`src/hdl/dbt_pkg.sv`:
```
// Shared types and constants for the debounced toggle button controller.
package dbt_pkg;

  localparam int unsigned CountW  = 8;
  localparam int unsigned TimeW   = 32;
  localparam int unsigned CfgIdxW = 2;
  localparam int unsigned CfgW    = 32;

  typedef enum logic [CfgIdxW-1:0] {
    CFG_COUNT_LOW      = 2'd0,
    CFG_COUNT_HIGH     = 2'd1,
    CFG_LONG_PRESS_MS  = 2'd2,
    CFG_POWER_ON_RELAY = 2'd3
  } cfg_idx_e;

  localparam logic [CountW-1:0] CountLowRst    = 8'd0;
  localparam logic [CountW-1:0] CountHighRst   = 8'd10;
  localparam logic [TimeW-1:0]  LongPressMsRst = 32'd5000;
  localparam logic              PowerOnRst     = 1'b0;

  typedef struct packed {
    logic [CountW-1:0] count_low;
    logic [CountW-1:0] count_high;
    logic [TimeW-1:0]  long_press_ms;
    logic              power_on_relay;
    logic              relay_load;
  } cfg_t;

  typedef struct packed {
    logic button_level;
    logic [TimeW-1:0] now_ms;
    logic remote_write;
    logic remote_value;
  } item_t;

  typedef struct packed {
    logic relay_on;
    logic save_relay;
    logic pairing_request;
    logic pressed;
  } result_t;

endpackage

```
`src/hdl/debounced_toggle_button_controller.sv`:
```
// Top level: input request register, poll logic and result register.
// A request is held in the input register while the poll logic works on it, and its
// result is registered in the result register that drives the outputs.
// Throughput: one request per cycle unless the output is stalled; the input
// register and the result register let a new request enter while a finished result waits.
// Reset: asynchronous, active low; clears both stages and loads the default
// configuration, an integrator at the low bound and the relay off.
module debounced_toggle_button_controller (
  input  logic                        clk_i,
  input  logic                        rst_ni,
  input  logic                        cfg_we_i,
  input  logic [dbt_pkg::CfgIdxW-1:0] cfg_idx_i,
  input  logic [dbt_pkg::CfgW-1:0]    cfg_data_i,
  input  logic                        in_valid_i,
  output logic                        in_ready_o,
  input  logic                        button_level_i,
  input  logic [dbt_pkg::TimeW-1:0]   now_ms_i,
  input  logic                        remote_write_i,
  input  logic                        remote_value_i,
  output logic                        out_valid_o,
  input  logic                        out_ready_i,
  output logic                        relay_on_o,
  output logic                        save_relay_o,
  output logic                        pairing_request_o,
  output logic                        pressed_o
);

  dbt_pkg::cfg_t    cfg;
  dbt_pkg::item_t   item_q;
  dbt_pkg::result_t result, result_q;
  logic             item_valid_q, out_valid_q;
  logic             out_free, step;

  assign out_free   = !out_valid_q || out_ready_i;
  assign step       = item_valid_q && out_free;
  assign in_ready_o = !item_valid_q || step;

  dbt_cfg_regs u_cfg (
    .clk_i      (clk_i),
    .rst_ni     (rst_ni),
    .cfg_we_i   (cfg_we_i),
    .cfg_idx_i  (cfg_idx_i),
    .cfg_data_i (cfg_data_i),
    .cfg_o      (cfg)
  );

  dbt_core u_core (
    .clk_i      (clk_i),
    .rst_ni     (rst_ni),
    .cfg_i      (cfg),
    .cfg_data_i (cfg_data_i),
    .step_i     (step),
    .item_i     (item_q),
    .result_o   (result)
  );

  always_ff @(posedge clk_i or negedge rst_ni) begin
    if (!rst_ni) begin
      item_valid_q <= 1'b0;
      out_valid_q  <= 1'b0;
    end else begin
      if (in_ready_o) begin
        item_valid_q <= in_valid_i;
      end
      if (out_free) begin
        out_valid_q <= step;
      end
    end
  end

  always_ff @(posedge clk_i) begin
    if (in_valid_i && in_ready_o) begin
      item_q.button_level <= button_level_i;
      item_q.now_ms       <= now_ms_i;
      item_q.remote_write <= remote_write_i;
      item_q.remote_value <= remote_value_i;
    end
    if (step) begin
      result_q <= result;
    end
  end

  assign out_valid_o       = out_valid_q;
  assign relay_on_o        = result_q.relay_on;
  assign save_relay_o      = result_q.save_relay;
  assign pairing_request_o = result_q.pairing_request;
  assign pressed_o         = result_q.pressed;

endmodule

```
`src/hdl/dbt_cfg_regs.sv`:
```
// Configuration register file of the debounced toggle button controller.
module dbt_cfg_regs (
  input  logic                        clk_i,
  input  logic                        rst_ni,
  input  logic                        cfg_we_i,
  input  logic [dbt_pkg::CfgIdxW-1:0] cfg_idx_i,
  input  logic [dbt_pkg::CfgW-1:0]    cfg_data_i,
  output dbt_pkg::cfg_t               cfg_o
);

  logic [dbt_pkg::CountW-1:0] count_low_q;
  logic [dbt_pkg::CountW-1:0] count_high_q;
  logic [dbt_pkg::TimeW-1:0]  long_press_ms_q;
  logic                       power_on_relay_q;

  always_ff @(posedge clk_i or negedge rst_ni) begin
    if (!rst_ni) begin
      count_low_q      <= dbt_pkg::CountLowRst;
      count_high_q     <= dbt_pkg::CountHighRst;
      long_press_ms_q  <= dbt_pkg::LongPressMsRst;
      power_on_relay_q <= dbt_pkg::PowerOnRst;
    end else if (cfg_we_i) begin
      case (dbt_pkg::cfg_idx_e'(cfg_idx_i))
        dbt_pkg::CFG_COUNT_LOW:      count_low_q      <= cfg_data_i[dbt_pkg::CountW-1:0];
        dbt_pkg::CFG_COUNT_HIGH:     count_high_q     <= cfg_data_i[dbt_pkg::CountW-1:0];
        dbt_pkg::CFG_LONG_PRESS_MS:  long_press_ms_q  <= cfg_data_i[dbt_pkg::TimeW-1:0];
        dbt_pkg::CFG_POWER_ON_RELAY: power_on_relay_q <= cfg_data_i[0];
        default: ;
      endcase
    end
  end

  always_comb begin
    cfg_o.count_low      = count_low_q;
    cfg_o.count_high     = count_high_q;
    cfg_o.long_press_ms  = long_press_ms_q;
    cfg_o.power_on_relay = power_on_relay_q;
    // A write of the start-up value also loads the relay right away.
    cfg_o.relay_load     = cfg_we_i &&
                           (dbt_pkg::cfg_idx_e'(cfg_idx_i) == dbt_pkg::CFG_POWER_ON_RELAY);
  end

endmodule

```
`src/hdl/dbt_core.sv`:
```
// Debounce state and single-pass poll logic of the toggle button controller.
module dbt_core (
  input  logic                      clk_i,
  input  logic                      rst_ni,
  input  dbt_pkg::cfg_t             cfg_i,
  input  logic [dbt_pkg::CfgW-1:0]  cfg_data_i,
  input  logic                      step_i,
  input  dbt_pkg::item_t            item_i,
  output dbt_pkg::result_t          result_o
);

  logic [dbt_pkg::CountW-1:0] integ_q, integ_d;
  logic                       relay_q, relay_d;
  logic                       latched_q, latched_d;
  logic                       armed_q, armed_d;
  logic [dbt_pkg::TimeW-1:0]  start_q, start_d;

  logic                       press, release_hit, pairing, armed_mid;
  logic                       relay_mid;
  logic [dbt_pkg::TimeW-1:0]  elapsed;

  always_comb begin
    integ_d = integ_q;
    if (item_i.button_level && (integ_q < cfg_i.count_high)) begin
      integ_d = integ_q + 1'b1;
    end else if (!item_i.button_level && (integ_q > cfg_i.count_low)) begin
      integ_d = integ_q - 1'b1;
    end

    press     = (integ_d == cfg_i.count_high) && !latched_q;
    latched_d = latched_q | press;
    armed_mid = armed_q | press;
    start_d   = press ? item_i.now_ms : start_q;
    relay_mid = relay_q ^ press;

    // Press and release are tested in order, so equal bounds release at once.
    release_hit = (integ_d == cfg_i.count_low) && latched_d;
    if (release_hit) begin
      latched_d = 1'b0;
      armed_mid = 1'b0;
    end

    // Modulo subtraction keeps the hold time right across a time wrap.
    elapsed = item_i.now_ms - start_d;
    pairing = armed_mid && (elapsed > cfg_i.long_press_ms);
    armed_d = armed_mid && !pairing;

    relay_d = relay_mid;
    if (item_i.remote_write && !press && (item_i.remote_value != relay_mid)) begin
      relay_d = item_i.remote_value;
    end

    result_o.relay_on        = relay_d;
    result_o.save_relay      = press;
    result_o.pairing_request = pairing;
    result_o.pressed         = latched_d & armed_d;
  end

  always_ff @(posedge clk_i or negedge rst_ni) begin
    if (!rst_ni) begin
      integ_q   <= dbt_pkg::CountLowRst;
      relay_q   <= dbt_pkg::PowerOnRst;
      latched_q <= 1'b0;
      armed_q   <= 1'b0;
      start_q   <= '0;
    end else if (cfg_i.relay_load) begin
      relay_q <= cfg_data_i[0];
    end else if (step_i) begin
      integ_q   <= integ_d;
      relay_q   <= relay_d;
      latched_q <= latched_d;
      armed_q   <= armed_d;
      start_q   <= start_d;
    end
  end

endmodule

```
`config.mk`:
```
export PLATFORM = sky130hd
export DESIGN_NAME = debounced_toggle_button_controller
export DESIGN_NICKNAME = d
export VERILOG_FILES = /design/src/hdl/dbt_pkg.sv /design/src/hdl/debounced_toggle_button_controller.sv /design/src/hdl/dbt_cfg_regs.sv /design/src/hdl/dbt_core.sv
export SDC_FILE = /design/constraint.sdc
export NUM_CORES = 1
export LEC_CHECK = 0
export BUFFER_PORTS_ARGS = -buffer_cell sky130_fd_sc_hd__buf_4
export CORE_MARGIN = 1.5
export CORE_UTILIZATION = 35
export DETAILED_ROUTE_END_ITERATION = 6
export GPL_TIMING_DRIVEN = 0
export PLACE_DENSITY = 0.59
export SYNTH_ARGS = -nofsm -noshare
export SYNTH_HDL_FRONTEND = slang
export SYNTH_SLANG_ARGS = --single-unit
```
`constraint.sdc`:
```
create_clock -name clk_i -period 7.6 [get_ports clk_i]
set_input_delay 2.28 -clock clk_i [delete_from_list [all_inputs] [get_ports clk_i]]
set_output_delay 2.28 -clock clk_i [all_outputs]
set_load 0.02 [all_outputs]
```
---- After elaboration in Yosys (flattened, before gate mapping) ----
Cells that the tools add are included.
storage, ports and cells
  bits of input ports ..................... 74
  flip-flop bits (word level) ............. 132
  output and inout port bits .............. 6
operators by class
  add/sub/neg operators ................... 3
  reductions and logical operators ........ 25
  order comparisons ....................... 3
  bitwise logic cells ..................... 5
  equal/unequal tests ..................... 6
  mux-type cells .......................... 8
operator list
  kind                 number
  $gt 32x32->1         1
  $mux 32              1
  $sub 32x32->32       1
  $eq 8x8->1           2
  $mux 8               2
  $logic_and 1x1->1    11
  $add 8x1->8 const B  1
  $gt 8x8->1           1
  $lt 8x8->1           1
  $reduce_and 2->1     4
  $sub 8x1->8 const B  1
  $logic_not 1->1      6
  $mux 1               5
  $eq 2x2->1 const B   2
  $eq 2x1->1 const B   1
  $logic_not 2->1      1
  $logic_or 1x1->1     2
  $or 1x1->1           2
  $reduce_bool 2->1    1
  $and 1x1->1          1
  $ne 1x1->1           1
  $not 1->1            1
  $xor 1x1->1          1

---- Longest topological paths before layout ----
  depth after elaboration ................. 13
  gate-level depth with buffers ........... 47
  mapped depth without buffers ............ 43

---- Hierarchy ----
Synthesis repeated with hierarchy kept, for this count alone.
unflattened totals
  cells, all modules ...................... 865
  area total of the unflattened synthesis .. 9064.9 µm²
by module, submodules not included
  module                              cells each  area an instance (µm²)  times used  seq. area each (µm²)
  dbt_core                            712         5915.7                  1           1076.0
  dbt_cfg_regs                        106         1874.3                  1           1234.9
  debounced_toggle_button_controller  47          1275.0                  1           1221.2

---- Least setup slack after synthesis ----
Ideal clock, no wire load.
  path type ............................... reg-to-reg
  from .................................... reg u_cfg.count_high_q[3] in the netlist's numbering
  to ...................................... reg result_q, in the netlist pairing_request_o (data pin)
  arrival time ............................ 7.616 ns
  buffers on the path ..................... 3
  data required time ...................... 7.343 ns
  path slack .............................. -0.273 ns
  clock period less this slack ............ 7.873 ns
  cell stages (with the launch flop) ...... 43
  cells stage by stage .................... dfstp_2 > inv_1 > ha_1 > or4_1 > a21oi_2 > o31ai_4 > buf_2 > nor2_1 > nor2_1 > a2111oi_0 > nand4_1 > nor2_1 > nand2_1 > clkbuf_1 > clkbuf_1 > nand2_1 > o21ai_0 > ha_1 > [... 7 more ...] > a311o_1 > o31ai_4 > nand2_1 > o2bb2ai_2 > or3_1 > a211oi_1 > ha_1 > a21oi_1 > nor2b_1 > o21ai_0 > nand2b_1 > a21oi_1 > nor2b_1 > o21ai_0 > nand2b_1 > a211oi_1 > a32o_1 > a21oi_1
RTL lines
  item                      line                                      source
  start: declaration        dbt_cfg_regs.sv:12                        logic [dbt_pkg::CountW-1:0] count_high_q;
  start signal: assignment  dbt_cfg_regs.sv:19                        count_high_q <= dbt_pkg::CountHighRst;
  start signal: assignment  dbt_cfg_regs.sv:25                        dbt_pkg::CFG_COUNT_HIGH: count_high_q <= cfg_data_i[dbt_pkg::CountW-1:0];
  end signal: assignment    debounced_toggle_button_controller.sv:79  result_q <= result;
  end: declaration          debounced_toggle_button_controller.sv:30  dbt_pkg::result_t result, result_q;

==> impl_metrics.toml <==
[status]
outcome = "finished with violations"
violations = "setup timing"

[worst_setup_path]
cp.arrival_ns = 8.06
path_class = "reg2reg"
max_stage_delay_ns = 0.56
endpoint_kind = "flop"
required_ns = 7.89
cpMaxStageDelayCell = "dfstp_2"
start_kind = "flop"
crit_fanout = 5

[cells_and_area]
diodes = 0
drive_gt1_frac = 0.3294
final_util = 0.4653
final_cell_area_sq_um = 11350
area_growth_pct = 29.74
nets = 1153
n_fill_cell = 2286

[synthesis]
synthAdderAreaFrac = 0.1167
async_reset_ff_frac = 0.7045
yosysTopAreaCell = "dfrtp_1"
muxShareOfSynthArea = 0.1293
synth_xor_area_frac = 0.06022
ys_seq_elements = 132
synth-main-ff-cell = "dfrtp_1"
syn_inst = 839
synthSimpleGateAreaFrac = 0.1154
syn_area_per_cell_sq_um = 10.43
yosysMostFrequentCell = "dfrtp_1"
synth_top_cell_area_share = 0.2460
syn_nets = 994
synth.distinct_cells = 72
ys_warn_count = 0
synth_compound_area_frac = 0.1385
ys_seq_area_frac = 0.4009
synth_area_sq_um = 8747
synthTopCellsByCount = "dfrtp_1, ha_1, inv_1, mux2_2, nand2_1"
synth_edf_count = 39
synthTopCellsByArea = "dfrtp_1, edfxtp_1, ha_1, mux2_2, mux2i_1"
synth_top_family_by_area = "compound AO/OA/AOI/OAI gates"

[power_and_ir_drop]
p_leak_nw = 5.165
power_density_nw_per_um2 = 323.1
max-vdd-ir-drop_v = 0.0001743
power.total_mw = 3.666

[timing]
setup_viol_count_final = 3
setup_tns_ns = -0.3611
tightestPinTransition_ns = 1.223
period_needed_ns = 7.770
finalClockSkew_ns = 0.01614
finalCritPeriodShare = 1.022
maxSlewViolCount = 0
grt_setup_unrepaired = "true"
finalHoldViolCount = 0
fmax_mhz = 128.7
slew-limit-headroom = 0.1830
timing.final.ws_setup_ns = -0.1703

[die]
start_util = 0.3586
boundaryPins = 80
die-area_sq_um = 25950
core_sq_um = 24390
rows = 57
dieWidth_microns = 161.1
die_y_microns = 161.1

[clocking]
cts_tree = "yes"
clk_pin_slew_ns = 0.06
numCtsBuffers = 17
clkSinkCount = 132
htreeDepth = 4
clockBufferDepth = 2
worstSkewPairLatency_ns = 0.42
clockRootBuffer = "clkbuf_16"
ctsHoldBuffers = 0

[routing]
wirelength_microns = 22270
routed_via_density = 5.046
vias = 6737
drt_iter0_drc = 362
drcViolationCount = 0
drtAntennaViolNets = 0
drt_first_pass_iters = 5
wl_per_cell_microns = 16.68

[placement]
placed_area_sq_um = 9787
port_buffers = 79
dp_slack_ns = -2.141
dp_hpwl_microns = 15970
gp_congestion = 0.8481

[grt]
track_usage = 0.1755
antenna_found_initial = 0
grt_pass1_wl_microns = 35540
grt_pass1_vias = 6748
grt_start_max_net_pins = 94
overflow = 0

[job]
drv_cap = 0

[hold_path]
hp-class = "reg2reg"
-- cell families after synthesis --
| kind of cell | Yosys count |
|---|---|
| compound gates | 176 |
| xor+xnor | 58 |
| fa+ha+maj | 81 |
| buf+inv | 88 |
| flops | 132 |
| mux | 104 |
| simple gates | 200 |
-- metal layers --
metal | vias to the layer above | wire [microns] | part of all wire | global-route usage
met1 | 3212 | 10420 | 0.47 | 0.2354
li1 | 3343 | - | - | -
met3 | 34 | 911 | 0.041 | 0.03107
met4 | 0 | 658 | 0.030 | 0.07071
met2 | 148 | 10280 | 0.46 | 0.2806
met5 | - | 0 | 0 | 0
-- registers in the layout, summed over array words and instances (netlist names) --
signal	cells
save_relay_o	1
u_core.relay_q	1
u_cfg.count_low_q	8
u_cfg.count_high_q	8
u_core.integ_q	8
pressed_o	1
u_core.latched_q	1
item_valid_q	1
item_q	35
u_cfg.long_press_ms_q	32
relay_on_o	1
pairing_request_o	1
out_valid_o	1
u_core.start_q	32
u_core.armed_q	1
-- critical path, delay by kind of cell, from the launching register on --
| family | cells | cell delay, ns |
|---|---|---|
| adders and majority gates | 3 | 0.71 |
| and+or+nand+nor | 12 | 2.09 |
| DFF | 1 | 0.56 |
| muxes | 1 | 0.16 |
| AOI/OAI and AO/OA | 20 | 3.59 |
| buffers and inverters | 4 | 0.50 |
-- layout make-up --
| class | count | area [sq um] | area share |
|---|---|---|---|
| Buffer | 23 | 157.7 | 0.01389 |
| Clock buffer | 20 | 436.7 | 0.03848 |
| Clock inverter | 12 | 158.9 | 0.01400 |
| Inverter | 64 | 242.7 | 0.02139 |
| Multi-Input combinational cell | 619 | 5325 | 0.4692 |
| Sequential cell | 132 | 3511 | 0.3094 |
| Tap cell | 324 | 405.4 | 0.03572 |
| Timing Repair Buffer | 141 | 1111 | 0.09791 |
-- power breakdown --
group,leakage (nW),switching [mW],internal [mW],total [mW]
sequential,1.52,0.0979,0.875,0.973
clock,0.284,0.321,0.517,0.838
combinational,3.36,0.977,0.878,1.86
-- path summary, 6_finish.rpt --
kind	end	from	cells past startpoint	slack, ns
worst max-delay path	pressed_o	u_cfg.count_high_q[3]	40	-0.17
worst min-delay path	u_core.start_q[24]	u_core.start_q[24]	1	0.49
worst max register to register	pressed_o	u_cfg.count_high_q[3]	40	-0.17
worst min register to register	u_core.start_q[24]	u_core.start_q[24]	1	0.49
max in group asynchronous	u_core.integ_q[3]	rst_ni	2	5.28
min in group asynchronous	u_cfg.long_press_ms_q[30]	rst_ni	2	1.89
-- cells in the final DEF (no fill, tap or decap), types with 12 or more instances in the layout --
cell and count:
buf_4 136, dfrtp_1 83, ha_1 75, mux2_2 64
inv_1 60, nand2_1 52, edfxtp_1 39, a21oi_1 35
nor2_1 34, xnor2_1 33, mux2i_1 30, o21ai_0 23
a21o_1 23, xor2_1 21, nand2b_1 20, clkbuf_16 18
nor3_1 17, nand3_1 16, nand4_1 15, nor2b_1 13
clkbuf_1 12
-- through the flow --
stage	hold slack, ns	std cells
after floorplan	0.4578	839
after global placement	0.4696	1242
after detailed placement	0.4772	1243
after CTS	0.4921	1320
after global routing	0.5064	1335
final	0.4884	1335
-- timing repair --
action | CTS | global route
buffers inserted | 45 | 14
setup endpoints to repair | 3 | 3
resized for setup | 68 | 39
cloned | 1 | 0
pin swaps | 38 | 46
Power figures use the tool's default switching activity.
